[src/sv/decimal_countdown_alarm_timer_defines.svh]
// Assertion helpers shared by the timer RTL.
`ifndef DECIMAL_COUNTDOWN_ALARM_TIMER_DEFINES_SVH
`define DECIMAL_COUNTDOWN_ALARM_TIMER_DEFINES_SVH

// Same-cycle implication, disabled in reset.
`define DCAT_ASSERT_NOW(lbl, ante, cons, msg) \
  lbl: assert property (@(posedge clk) disable iff (rst) (ante) |-> (cons)) else $error(msg);

// Next-cycle implication, disabled in reset.
`define DCAT_ASSERT_NEXT(lbl, ante, cons, msg) \
  lbl: assert property (@(posedge clk) disable iff (rst) (ante) |=> (cons)) else $error(msg);

`endif

[src/sv/dcat_pkg.sv]
`default_nettype none

package dcat_pkg;

  localparam int COUNT_W = 27;
  localparam int CMD_W   = 2;

  localparam logic [3:0]  CODE_BLANK  = 4'd15;
  // floor(v / 10) = (v * RECIP_DIV10) >> DIV10_SHIFT for any 32-bit v
  localparam logic [31:0] RECIP_DIV10 = 32'hCCCC_CCCD;
  localparam int          DIV10_SHIFT = 35;

  typedef enum logic [CMD_W-1:0] {
    CMD_LOAD = 2'd0,
    CMD_TICK = 2'd1,
    CMD_STOP = 2'd2
  } cmd_t;

  // one emission job per request
  typedef struct packed {
    logic               has_writes;  // display writes of value
    logic               tail;        // extra zero write at the end
    logic               buzzer;
    logic               armed;
    logic [COUNT_W-1:0] value;
  } job_t;

endpackage

`default_nettype wire

[src/sv/dcat_ctrl.sv]
`default_nettype none

module dcat_ctrl (
  input  wire logic                          clk,
  input  wire logic                          rst,
  input  wire logic                          s_axis_tvalid,
  output logic                               s_axis_tready,
  input  wire logic [dcat_pkg::COUNT_W-1:0]  load_value,
  input  wire logic [dcat_pkg::CMD_W-1:0]    command,
  input  wire logic                          job_ready,
  output logic                               job_load,
  output dcat_pkg::job_t                     job
);

  `include "decimal_countdown_alarm_timer_defines.svh"

  logic [dcat_pkg::COUNT_W-1:0] count, count_next, count_dec;
  logic armed_flag, armed_flag_next;
  logic ticking, ticking_next;
  logic buzzer, buzzer_next;

  assign s_axis_tready = job_ready;
  assign job_load      = s_axis_tvalid && job_ready;

  assign count_dec = (count != '0) ? (count - dcat_pkg::COUNT_W'(1)) : count;

  always_comb begin
    count_next      = count;
    armed_flag_next = armed_flag;
    ticking_next    = ticking;
    buzzer_next     = buzzer;
    job.has_writes  = 1'b0;
    job.tail        = 1'b0;
    job.value       = count;
    case (command)
      dcat_pkg::CMD_LOAD: begin
        if (!armed_flag) begin
          count_next = load_value;
          if (load_value != '0) begin
            armed_flag_next = 1'b1;
            ticking_next    = 1'b1;
          end
        end
      end
      dcat_pkg::CMD_TICK: begin
        if (ticking) begin
          job.has_writes = 1'b1;
          count_next     = count_dec;
          if (count_dec == '0) begin
            job.tail     = 1'b1;
            buzzer_next  = 1'b1;
            ticking_next = 1'b0;
          end
        end
      end
      dcat_pkg::CMD_STOP: begin
        count_next      = '0;
        armed_flag_next = 1'b0;
        ticking_next    = 1'b0;
        buzzer_next     = 1'b0;
      end
      default: begin
      end
    endcase
    job.buzzer = buzzer_next;
    job.armed  = armed_flag_next;
  end

  always_ff @(posedge clk) begin
    if (rst) begin
      count      <= '0;
      armed_flag <= 1'b0;
      ticking    <= 1'b0;
      buzzer     <= 1'b0;
    end else if (job_load) begin
      count      <= count_next;
      armed_flag <= armed_flag_next;
      ticking    <= ticking_next;
      buzzer     <= buzzer_next;
    end
  end

  `DCAT_ASSERT_NOW(a_tick_needs_arm, ticking, armed_flag, "ticking while disarmed")

endmodule

`default_nettype wire

[config.mk]
export PLATFORM = sky130hd
export DESIGN_NAME = dcat_ctrl
export DESIGN_NICKNAME = d
export VERILOG_FILES = /design/src/sv/dcat_pkg.sv /design/src/sv/dcat_ctrl.sv
export VERILOG_INCLUDE_DIRS = /design/src /design/src/sv
export SDC_FILE = /design/constraint.sdc
export NUM_CORES = 1
export LEC_CHECK = 0
export ABC_AREA = 1
export BUFFER_PORTS_ARGS = -buffer_cell sky130_fd_sc_hd__buf_2
export CORE_UTILIZATION = 58
export DETAILED_ROUTE_END_ITERATION = 10
export MAX_ROUTING_LAYER = met4
export PLACE_DENSITY_LB_ADDON = 0.05
export SYNTH_ARGS = -nofsm -noshare
export SYNTH_HDL_FRONTEND = slang
export SYNTH_SLANG_ARGS = --single-unit
[constraint.sdc]
create_clock -name clk -period 3.9 [get_ports clk]
set_input_delay 0.78 -clock clk [delete_from_list [all_inputs] [get_ports clk]]
set_output_delay 0.78 -clock clk [all_outputs]
set_load 0.01 [all_outputs]
==> impl.org, run 1 <==
** Power
- In this run the power density over the cells is 371.3 nW/µm².
- Net switching is 42.81% of the power.
- Internal Dissipation :: 0.6185 mW
- P_sw :: 0.4630 mW
- P_leak :: 1.528 nW
- Clock share of power :: 25.0%
- Combinational group share of total power :: 43.0%
- Maximum VDD drop :: 300.7 µV
- Seq pwr share :: 32.0%

** Route
- First-pass DRT Iterations :: 5
- DR vias/cell :: 5.810
- For this block, the initial DRC count from the detailed router was 335.
- The routed layout has 3,050 vias.
- Sum of routed wire length over all layers :: 7683 µm
- Detailed-route DRC error count :: 0
- Post-DR wirelength/cell :: 14.63 µm
- In this run the remaining antenna-violating nets after routing total 0.

** Hold path
- Along the worst hold path, the cell count comes to 2.
- The tightest min-delay check is of the flop to flop type.

** Clock network
- The clock passes through at most 2 buffers.
- Post-CTS Setup Bufs :: 0
- The tree built by TritonCTS fans out to 30 sinks.
- TritonCTS built the clock tree.
- Hold repair after CTS inserted 0 buffers.
- CTS buffer count :: 5
- Clock-pin slew on the worst setup and hold paths :: 0.07 ns
- The H-tree generated during clock tree synthesis spans 2 levels.
- Clk root buf :: sky130_fd_sc_hd__clkbuf_8
- Worst skew pair latency :: 0.29 ns
- Number of gates given a new drive strength after cts :: 0

** Timing
- Headroom to the max-slew limit came out at 48.80%.
- The final count of hold timing violations came to 0.
- On the final layout, the worst hold slack is 0.5464 ns.
- Setup_tns :: 0 ns
- Unrepaired setup endpoints after global routing :: no
- Min Tclk post-route :: 3.411 ns
- Slew at the pin closest to its max-slew limit :: 0.7672 ns
- The clock arrives with 0.005766 ns of skew.
- Static timing analysis puts the maximum clock frequency at 293.1 MHz.
- The final critical path takes up 87.47% of the cycle.
- In the post-route analysis, the smallest setup slack over all paths is 0.4885 ns.
- The count of final max-slew check failures was 0.
- Setup violations remaining at the end of the flow were counted as 0.

** Cells and area
- After the last flow step, the layout net total stands at 512.
- In the final layout, the share of cells above drive strength 1 is 18.74%.
- The layout has 399 filler cells.
- In the final layout, flip-flops and latches occupy 600.6 µm².
- Leaving out fill and tap cells, the most frequent cell in the layout is sky130_fd_sc_hd__nand2_1.
- Most frequent cells in the layout :: sky130_fd_sc_hd__nand2_1, sky130_fd_sc_hd__buf_2, sky130_fd_sc_hd__nor2_1
- Number of antenna repair diodes :: 0
- Compared with the post-synthesis result, the final layout area differs by 15.76%.
- Measured on the finished design, the core utilization comes to 71.28%.
- Non-filler instance count after layout :: 525
- In the final layout, the multi-input gates occupy 1663 µm².

** GRT
- Total global-route track usage :: 36.15%
- After global routing the overflow that remains totals 0.
- Largest net degree at the start of global routing :: 55
- The initial antenna violation count was 0.
- Global-route wire length before repair :: 12,050 µm
- The number of global-route vias before repair came to 2,568.

** Logic synthesis
- Syn Std Cell Area :: 2516 µm²
- Yosys mapped the design onto 29 distinct sky130hd cell types.
- Mapped Avg Cell Area :: 5.991 µm²
- Sequential elements use 23.87% of the synthesized area.
- Post-Synthesis Net Count :: 458
- Instance count of the mapped netlist :: 420
- The synthesized design contains 30 register bits.
- Yosys warnings :: 0

** Critical path
- The worst setup path is of the flop to primary output kind.
- The worst setup path is captured at a primary output.
- At the worst endpoint, the required time is 3.12 ns.
- Walking the worst path, the cells encountered are inv_1, ha_1, nand2_4, nor2_8, nand2_4, clkinv_2, nand2_4, nand2_1, o21ai_0, nor2_1, nand2_1, nor2_1, nand4_1, nand2_1, buf_2.
- In this run the worst path has a maximum fanout of 42.
- Max stage delay cell, worst path :: sky130_fd_sc_hd__dfxtp_1
- For the worst setup path, the data arrival time is 2.63 ns.
- STA classifies the critical path startpoint as a flop.
- Measured in cells, the most critical reg-to-reg path has a length of 16.
- The largest single stage delay on the critical path is 0.33 ns.

** Floorplanning
- Number of rows created at floorplan :: 23
- For this configuration, the core starts out at a cell density of 61.57%.
- From left edge to right edge, the die measures 67.87 µm.
- Measured along the y axis, the die boundary spans 67.87 µm.
- After floorplanning, the core was sized to cover 4086 µm².
- The die covers 4606 µm².
- Num ports :: 66

** Placed design
- In this run the tool buffered the top-level ports with 65 buffer cells.
- Placer congestion estimate :: 0.9821
- The number of placed instances, taps included, is 517.
- Post-placement setup slack :: 0.8250 ns
- Summed over all nets, the half-perimeter wirelength after detailed placement is 5728 µm.

** Run
- Max-cap viol count :: 0

** Outcome
- Run status :: finished, final reports clean
[worst paths after layout]
check / start / to / slack, ns
max: count[0] / job[28] / 0.49
min: count[13] / count[13] / 0.55
max reg2reg: count[0] / buzzer / 1.52
min reg2reg: count[13] / count[13] / 0.55
[flip-flops by register name (all words and copies together) (netlist names)]
register / flops
count: 27
armed_flag: 1
buzzer: 1
ticking: 1
[area by class of cell]
cell class,instances,share of cell area [%]
Clock buffer,7,2.964
Clock inverter,1,0.1718
Inverter,41,5.326
Multi-Input combinational cell,329,57.09
Sequential cell,30,20.62
Tap cell,50,2.148
Timing Repair Buffer,67,11.68
[worst max-delay path: cells and delay by family (launching register included)]
family,cells,cell delay [ns]
AO/OA/AOI/OAI,1,0.09
AND/OR/NAND/NOR,10,1.28
buffers and inverters,3,0.34
flip-flops,1,0.33
adder cells (fa/ha/maj),1,0.28
[logic make-up (layout without fill, tap and decap cells)]
logic type | count (synthesis) | count (layout) | synth area share [%]
buffers and inverters | 61 | 116 | 10.04
AND/OR/NAND/NOR | 242 | 242 | 42.42
adder cells (fa/ha/maj) | 5 | 5 | 2.486
XOR/XNOR | 11 | 11 | 3.829
AO/OA/AOI/OAI | 71 | 71 | 17.35
flip-flops | 30 | 30 | 23.87
[cells in the mapped netlist, drive strengths merged]
library cell / n / area share (%)
o21ai: 12 / 2.4
nand3: 46 / 9.1
nand2: 109 / 17
clkbuf: 11 / 1.6
or2: 2 / 0.50
nand4: 6 / 1.5
a21oi: 36 / 7.2
nor4: 6 / 1.5
clkinv: 1 / 0.20
ha: 5 / 2.5
xor2: 11 / 3.8
a21boi: 1 / 0.30
o21bai: 1 / 0.30
nor3: 2 / 0.40
nor2: 71 / 12
dfxtp: 30 / 24
buf: 9 / 2.2
inv: 40 / 6.0
a221oi: 20 / 7.0
a31oi: 1 / 0.25
[metal layers]
metal	GRT usage (%)	share of wire (%)	wire [µm]
met1	46.18	43	3342
met4	13.28	3.0	232
met3	8.833	9.0	692
met2	54.95	44	3416
met5	-	0	0
[per-stage QoR]
step                instance area (µm²)  total power, mW
finish                             2913            1.081
global route                       2913            1.149
CTS                                2913            1.068
detailed placement                 2821           0.8040
global placement                   2821           0.8004
floorplan                          2516           0.6895
[power groups by stage]
stage | combinational [mW] | sequential [mW] | clock [mW]
after global routing | 0.518 | 0.349 | 0.282
after CTS | 0.455 | 0.346 | 0.268
final | 0.465 | 0.347 | 0.270
after detailed placement | 0.452 | 0.352 | 0
after global placement | 0.449 | 0.352 | 0
after floorplan | 0.334 | 0.355 | 0
No activity file was read; power rests on OpenSTA's default activity.
==> run 2, diff against run 1 <==
--- a/config.mk
+++ b/config.mk
@@ -12,6 +12,7 @@
 export DETAILED_ROUTE_END_ITERATION = 10
 export MAX_ROUTING_LAYER = met4
 export PLACE_DENSITY_LB_ADDON = 0.05
+export RECOVER_POWER = 25
 export SYNTH_ARGS = -nofsm -noshare
 export SYNTH_HDL_FRONTEND = slang
 export SYNTH_SLANG_ARGS = --single-unit
==> run 2 against run 1 <==
Sequential power barely moved; critical path depth fell by 3; global-route usage did not move; die area did not move.
==> impl.org, run 2 (synthesized netlist as in run 1, its figures left out) <==
** GRT
- Total overflow reported by the global router :: 0 (unchanged)
- Global Route met3 Usage :: 8.833% (unchanged)
- The layer flagged by global routing as most heavily used is met2.
- The wire length of the first global-routing pass is 12,050 µm (unchanged).
- The initial antenna violation count is 0 (unchanged).
- Met1 usage :: 46.18% (unchanged)
- Via count of the first global-routing pass :: 2,568 (unchanged)
- Global routing usage on met2 :: 54.95% (unchanged)
- Total global-route track usage :: 36.15% (unchanged)
- The largest net degree at the start of global routing was 55 (unchanged).

** Clock network
- The tree is rooted in a sky130_fd_sc_hd__clkbuf_8.
- Worst skew pair latency :: 0.29 ns (about the same)
- The largest buffer count on any clock path is 2 (unchanged).
- Max H-tree Level :: 2 (unchanged)
- Clock sinks :: 30 (unchanged)
- Post-CTS Setup Bufs :: 0 (unchanged)
- Clock-pin slew on the worst setup and hold paths :: 0.07 ns (about the same)
- CTS buffer count :: 5 (unchanged)
- Hold-fix buffers, CTS :: 0 (unchanged)
- TritonCTS built the clock tree.
- Number of gates given a new drive strength after cts :: 0 (unchanged)

** Timing
- Min Tclk post-route :: 3.416 ns (+0.004728 ns)
- The count of final max-slew check failures came to 0 (unchanged).
- Setup_tns :: 0 ns (unchanged)
- Number of setup violations in the final report :: 0 (unchanged)
- The share of the cycle needed by the critical path after routing was 87.59% (+0.12 points).
- The final count of hold timing violations came to 0 (unchanged).
- Clock skew :: 0.005587 ns (-0.0001785 ns)
- Hold Slack :: 0.5500 ns (+0.003625 ns)
- The worst max-slew margin expressed relative to the limit is 48.22% (-0.58 points).
- Slew at the pin closest to its max-slew limit :: 0.7759 ns (+0.008734 ns)
- Fmax :: 292.7 MHz (-0.14%)
- Setup repair after global routing left no endpoint under its margin.

** Route
- The post-detailed-route via-to-cell ratio came to 5.781 (-0.49%).
- Sum of routed wire length over all layers :: 7680 µm (about the same)
- The total number of vias came to 3,035 (-0.49%).
- First-pass DRT Iterations :: 5 (unchanged)
- Final antenna-violating net count :: 0 (unchanged)
- Detailed router's first-iteration violation count :: 332 (-0.90%)
- The detailed-route wire length per cell was 14.63 µm (about the same).
- Detailed-route DRC error count :: 0 (unchanged)

** Floorplanning
- The placeable core region is 4086 µm² (unchanged).
- The die extent in x came to 67.87 µm (unchanged).
- The initial cell density of the core is 61.57% (unchanged).
- Vertical die dimension :: 67.87 µm (unchanged)
- Num ports :: 66 (unchanged)
- Total Die Area :: 4606 µm² (unchanged)
- The site row count is 23 (unchanged).

** Power
- The share of total power in combinational logic is 42.9% (about the same).
- The total leakage power came to 1.467 nW (-4.0%).
- Power, Total :: 1.080 mW (-0.14%)
- The worst vdd rail ir drop was 299.8 µV (-0.32%).
- The switching fraction of total power is 42.96% (+0.15 points).
- Clock share of power :: 25.0% (about the same)
- Power density of the placed cells :: 373.2 nW/µm² (+0.51%)
- Seq pwr share :: 32.1% (about the same)
- The total internal power came to 0.6160 mW (-0.40%).
- The reported net switching power is 0.4639 mW (+0.20%).

** Critical path
- Kind of start point of the critical path :: flop
- The biggest fanout along the worst timing path is 5 (-88%).
- Traced cell by cell, the critical path runs through nor2_1, nand3_1, nor2_1, nand3_1, nand2_1, nand2_1, o21ai_1, nand3_1, nor2_2, nand4_1, nand2_1, buf_2.
- The required arrival time at the worst endpoint was 3.12 ns (about the same).
- STA classifies the critical path endpoint as a primary output.
- For this design, the slowest cell found on the critical path is sky130_fd_sc_hd__nor2_1.
- The stage delay of the slowest cell on the critical path was 0.44 ns (+0.11 ns).
- Classification of the worst setup path :: flop to primary output
- The arrival time at the worst endpoint was 2.64 ns (about the same).

** Cells and area
- Largest reg by FF count :: count
- Ratio of cells with drive above 1 in the final layout :: 15.58% (-3.2 points)
- Leaving out fill and tap cells, the most frequent cell in the layout is sky130_fd_sc_hd__nand2_1.
- The number of fill cells is 401 (+0.50%).
- The net count reported at finish was 512 (unchanged).
- Synth-to-Final Area Change :: 15.02%
- The top cell types in the final layout, fill and taps aside, are sky130_fd_sc_hd__nand2_1, sky130_fd_sc_hd__nor2_1, sky130_fd_sc_hd__buf_2.
- The cell area after layout came to 2894 µm² (-0.64%).
- Max FFs per register :: 27 (unchanged)
- The count of inserted antenna diode cells came to 0 (unchanged).

** Run
- Max-cap viol count :: 0 (unchanged)

** Placed design
- The detailed-placement wirelength estimate was 5728 µm (unchanged).
- Post-place instance area :: 2821 µm² (unchanged)
- Port Buf Inserts :: 65 (unchanged)
- Placer congestion estimate :: 0.9821 (unchanged)

** Hold path
- Tightest Hold Check Type :: flop to flop

** Outcome
- The run finished with clean final reports.
[run 2: changes by cell type in the layout (fill, tap and decap cells not counted), sizes merged]
cell,change
clkbuf,+15
buf,-15
[run 2: metrics by stage]
step	utilization, %	std cells	setup WS [ns]
detailed placement	69.04	517	0.8250
global placement	69.04	517	0.9019
global route	70.82	525	0.2212
floorplan	-	420	1.192
CTS	71.28	525	0.5118
finish	70.82	525	0.4838
[run 2: routing by layer]
| metal | vias up | part of all wire [%] |
|---|---|---|
| met2 | 164 | 45 |
| met4 | 0 | 2.3 |
| met3 | 17 | 9.1 |
| li1 | 1505 | - |
| met5 | - | 0 |
| met1 | 1349 | 44 |
[run 2: power by group through the flow]
stage	registers [mW]	clock network, mW	logic [mW]
after floorplan	0.355	0	0.334
after global placement	0.352	0	0.449
after detailed placement	0.352	0	0.452
after CTS	0.346	0.268	0.455
after global routing	0.349	0.282	0.515
final	0.347	0.270	0.463
[run 2: area by class of cell]
class                   instances  area [µm²]  share of cell area (%)
clock buffers                   7       86.33                   2.983
clock inverters                 1       5.005                  0.1729
inverters                      41       155.1                   5.361
multi-input cells             329        1663                   57.46
flip-flops and latches         30       600.6                   20.75
well taps                      50       62.56                   2.162
repair buffers                 67       321.6                   11.11
[run 2: worst max-delay path: cells and delay by family (launching register included)]
family | cells | cell delay, ns
buffers and inverters | 1 | 0.12
DFF | 1 | 0.38
AOI/OAI and AO/OA | 1 | 0.17
and+or+nand+nor | 10 | 1.66
[run 2: worst paths after layout]
| path | start | endpoint | slack [ns] | cells after the start |
|---|---|---|---|---|
| worst max register to register | count[4] | buzzer | 1.52 | 13 |
| worst min register to register | count[13] | count[13] | 0.55 | 2 |
| worst min-delay path | count[13] | count[13] | 0.55 | 2 |
| worst max-delay path | count[4] | job[28] | 0.48 | 12 |
==> run 3, diff against run 2 <==
--- a/config.mk
+++ b/config.mk
@@ -7,12 +7,13 @@
 export NUM_CORES = 1
 export LEC_CHECK = 0
 export ABC_AREA = 1
-export BUFFER_PORTS_ARGS = -buffer_cell sky130_fd_sc_hd__buf_2
+export BUFFER_PORTS_ARGS = -buffer_cell sky130_fd_sc_hd__buf_4
 export CORE_UTILIZATION = 58
 export DETAILED_ROUTE_END_ITERATION = 10
 export MAX_ROUTING_LAYER = met4
 export PLACE_DENSITY_LB_ADDON = 0.05
 export RECOVER_POWER = 25
+export REMOVE_ABC_BUFFERS = 1
 export SYNTH_ARGS = -nofsm -noshare
 export SYNTH_HDL_FRONTEND = slang
 export SYNTH_SLANG_ARGS = --single-unit
==> run 3 against run 2 <==
Via count is 1.4% higher; critical path depth up 3; first-iteration DRC count down 19%; hold slack got worse by 0.0057 ns; sequential share of layout area shrank 0.76 points; final cell count decreased by 0.19%; non-clock buffer count is the same; clock-buffer cell count is the same; highest routed layer unchanged; register-to-register slack about the same; sequential cell count did not move; largest cell class unchanged; combinational power up 2%.
==> impl.org, run 3 (synthesized netlist as in run 1, its figures left out) <==
** Outcome
- The flow ran to the end, and the final reports show no timing, DRC or antenna violations.

** Timing
- Setup_tns :: 0 ns (unchanged)
- The worst max-slew margin expressed relative to the limit was 46.41% (-1.8 points).
- Slew at the pin closest to its max-slew limit :: 0.8029 ns (+0.02702 ns)
- Min Tclk post-route :: 3.415 ns (-0.001022 ns)
- Setup slack after layout :: 0.4848 ns (+0.001022 ns)
- The clock skew came to 0.002903 ns (-0.002685 ns).
- The worst hold margin is 0.5443 ns (-0.005719 ns).
- The count of final max-slew check failures was 0 (unchanged).
- The final count of hold timing violations is 0 (unchanged).
- Fmax :: 292.8 MHz (about the same)
- The share of the cycle needed by the critical path after routing was 87.57% (about the same).
- Setup repair after global routing left no endpoint under its margin.
- Number of setup violations in the final report :: 0 (unchanged)

** Clock network
- CTS buffer count :: 5 (unchanged)
- TritonCTS built the clock tree.
- The clock network latency to the later pin of the worst-skew pair is 0.28 ns (about the same).
- The depth of the CTS H-tree is 2 (unchanged).
- Clock sinks :: 30 (unchanged)
- Post-CTS Setup Bufs :: 0 (unchanged)
- Clock-pin slew on the worst setup and hold paths :: 0.06 ns (about the same)
- The largest buffer count on any clock path was 2 (unchanged).
- Clk root buf :: sky130_fd_sc_hd__clkbuf_8
- The count of instances resized after the clock tree is built came to 0 (unchanged).
- The number of hold-repair buffers added at the cts stage came to 0 (unchanged).

** Placed design
- The worst setup slack after placement came to 0.8125 ns (-0.01258 ns).
- Placer congestion estimate :: 1.021 (+3.9%)
- The detailed-placement wirelength estimate was 5513 µm (-3.8%).
- Port Buf Inserts :: 65 (unchanged)

** Hold path
- The worst hold path belongs to the class flop to flop.
- Launch instance of the worst min-delay path :: count[25]
- The path with the worst hold slack has its endpoint at count[25].
- Hold-critical path depth :: 2 (unchanged)

** GRT
- Global-route wire length before repair :: 11,350 µm (-5.8%)
- Total global-route track usage :: 33.88% (-2.3 points)
- Largest net degree at the start of global routing :: 55 (unchanged)
- The global-route met3 utilization came to 6.167% (-2.7 points).
- Global routing usage on met2 :: 54.70% (-0.25 points)
- Total overflow reported by the global router :: 0 (unchanged)
- The fraction of met1 tracks used by global routing was 43.00% (-3.2 points).
- The number of global-route vias before repair came to 2,541 (-1.1%).
- The initial antenna violation count came to 0 (unchanged).
- Busiest grt layer :: met2

** Cells and area
- The share of post-route cells with drive strength above 1 came to 15.19% (-0.39 points).
- The number of flip-flops under the largest register name came to 27 (unchanged).
- The library cells used most frequently in the layout, excluding fill and tap cells, are sky130_fd_sc_hd__nand2_1, sky130_fd_sc_hd__nor2_1, sky130_fd_sc_hd__buf_4.
- The count of inserted antenna diode cells is 0 (unchanged).
- Total Nets Final :: 512 (unchanged)
- Number of fill cells :: 397 (-1.0%)
- Largest reg by FF count :: count
- Synth-to-Final Area Change :: 19.39%
- The post-route core utilization was 73.52% (+2.7 points).
- Leading cell type in the layout, fill and taps excluded :: sky130_fd_sc_hd__nand2_1

** Power
- Maximum VDD drop :: 190.9 µV (-36%)
- The total leakage power came to 1.486 nW (+1.3%).
- The power density over the cells is 352.5 nW/µm² (-5.5%).

** Critical path
- STA classifies the critical path endpoint as a primary output.
- Reg-to-reg startpoint :: count[0]
- Critical register-to-register path endpoint :: buzzer
- Worst Path Arrival :: 2.64 ns (about the same)
- Required time of the critical path :: 3.12 ns (about the same)
- Reg-to-reg slack, setup :: 1.52 ns (about the same)
- Number of cell instances on the worst register-to-register path :: 16 (+3)
- The worst setup path is of the flop to primary output kind.
- Kind of start point of the critical path :: flop
- The biggest fanout along the worst timing path came to 42 (+37).

** Route
- Detailed router's first-iteration violation count :: 269 (-19%)
- Detailed-route DRC error count :: 0 (unchanged)
- The wire length after detailed routing was 7482 µm (-2.6%).
- The total number of vias is 3,078 (+1.4%).
- Post-DR wirelength/cell :: 14.28 µm (-2.4%)
- The iteration count of the initial detailed-routing pass is 5 (unchanged).
- The number of antenna-violating nets in the routed design was 0 (unchanged).
- The post-detailed-route via-to-cell ratio is 5.874 (+1.6%).

** Floorplanning
- Vertical die dimension :: 67.87 µm (unchanged)
- Number of rows created at floorplan :: 23 (unchanged)
- The die footprint was 4606 µm² (unchanged).
- Starting utilization of the core area :: 61.57% (unchanged)
- The placeable core region is 4086 µm² (unchanged).
- The die extent in x came to 67.87 µm (unchanged).
- The number of ports placed on the die boundary was 66 (unchanged).

** Run
- Max-cap viol count :: 0 (unchanged)
## run 3: cell count changes in the layout (fill, tap and decap cells not counted), sizes merged
| cell | before | now |
|---|---|---|
| clkinv | 2 | 1 |
## run 3: routing by layer
layer	share of wire, %	vias to the layer above
li1	-	1507
met1	43	1402
met2	47	157
met3	8.6	12
met4	1.4	0
met5	0	-
## run 3: worst max path at each step
stage	startpoint	endpoint	slack (ns)	cells past startpoint
4_1_cts	count[0]	job[28]	0.49	15
5_1_grt	count[0]	job[28]	0.29	16
3_5_place_dp	count[0]	job[28]	0.81	15
2_1_floorplan	count[0]	job[29]	1.12	15
3_3_place_gp	count[0]	job[28]	0.91	15
6_report	count[0]	job[28]	0.48	15
## run 3: critical path: stages (launching register included)
cell                       delay, ns
sky130_fd_sc_hd__dfxtp_1        0.32
sky130_fd_sc_hd__inv_1          0.15
sky130_fd_sc_hd__ha_1           0.27
sky130_fd_sc_hd__nand2_4        0.11
sky130_fd_sc_hd__nor2_8         0.17
sky130_fd_sc_hd__nand2_4        0.07
sky130_fd_sc_hd__clkinv_2       0.07
sky130_fd_sc_hd__nand2_4        0.23
sky130_fd_sc_hd__nand2_1        0.17
sky130_fd_sc_hd__nand2_1        0.06
sky130_fd_sc_hd__nor2_1         0.12
sky130_fd_sc_hd__nand2_1        0.06
sky130_fd_sc_hd__nor2_1         0.17
sky130_fd_sc_hd__nand4_1        0.15
sky130_fd_sc_hd__nand2_1        0.09
sky130_fd_sc_hd__buf_4          0.11
## run 3: area by class of cell
type | instances | area (µm²) | share of cell area [%]
multi-input combinational | 329 | 1663 | 55.35
sequential | 30 | 600.6 | 19.99
timing repair buffer | 67 | 446.7 | 14.87
inverter | 41 | 155.1 | 5.165
clock buffer | 7 | 76.32 | 2.541
tap | 50 | 62.56 | 2.082
## run 3: stage by stage
step | area [µm²] | instances | power [mW]
finish | 3004 | 524 | 1.059
global route | 3004 | 524 | 1.124
CTS | 3060 | 524 | 1.061
detailed placement | 2984 | 517 | 0.8186
global placement | 2984 | 517 | 0.8136
floorplan | 2419 | 400 | 0.6730
## run 3: report_power, final
group	switching, mW	internal, mW
registers	0.0224	0.325
clock network	0.116	0.123
logic	0.311	0.163
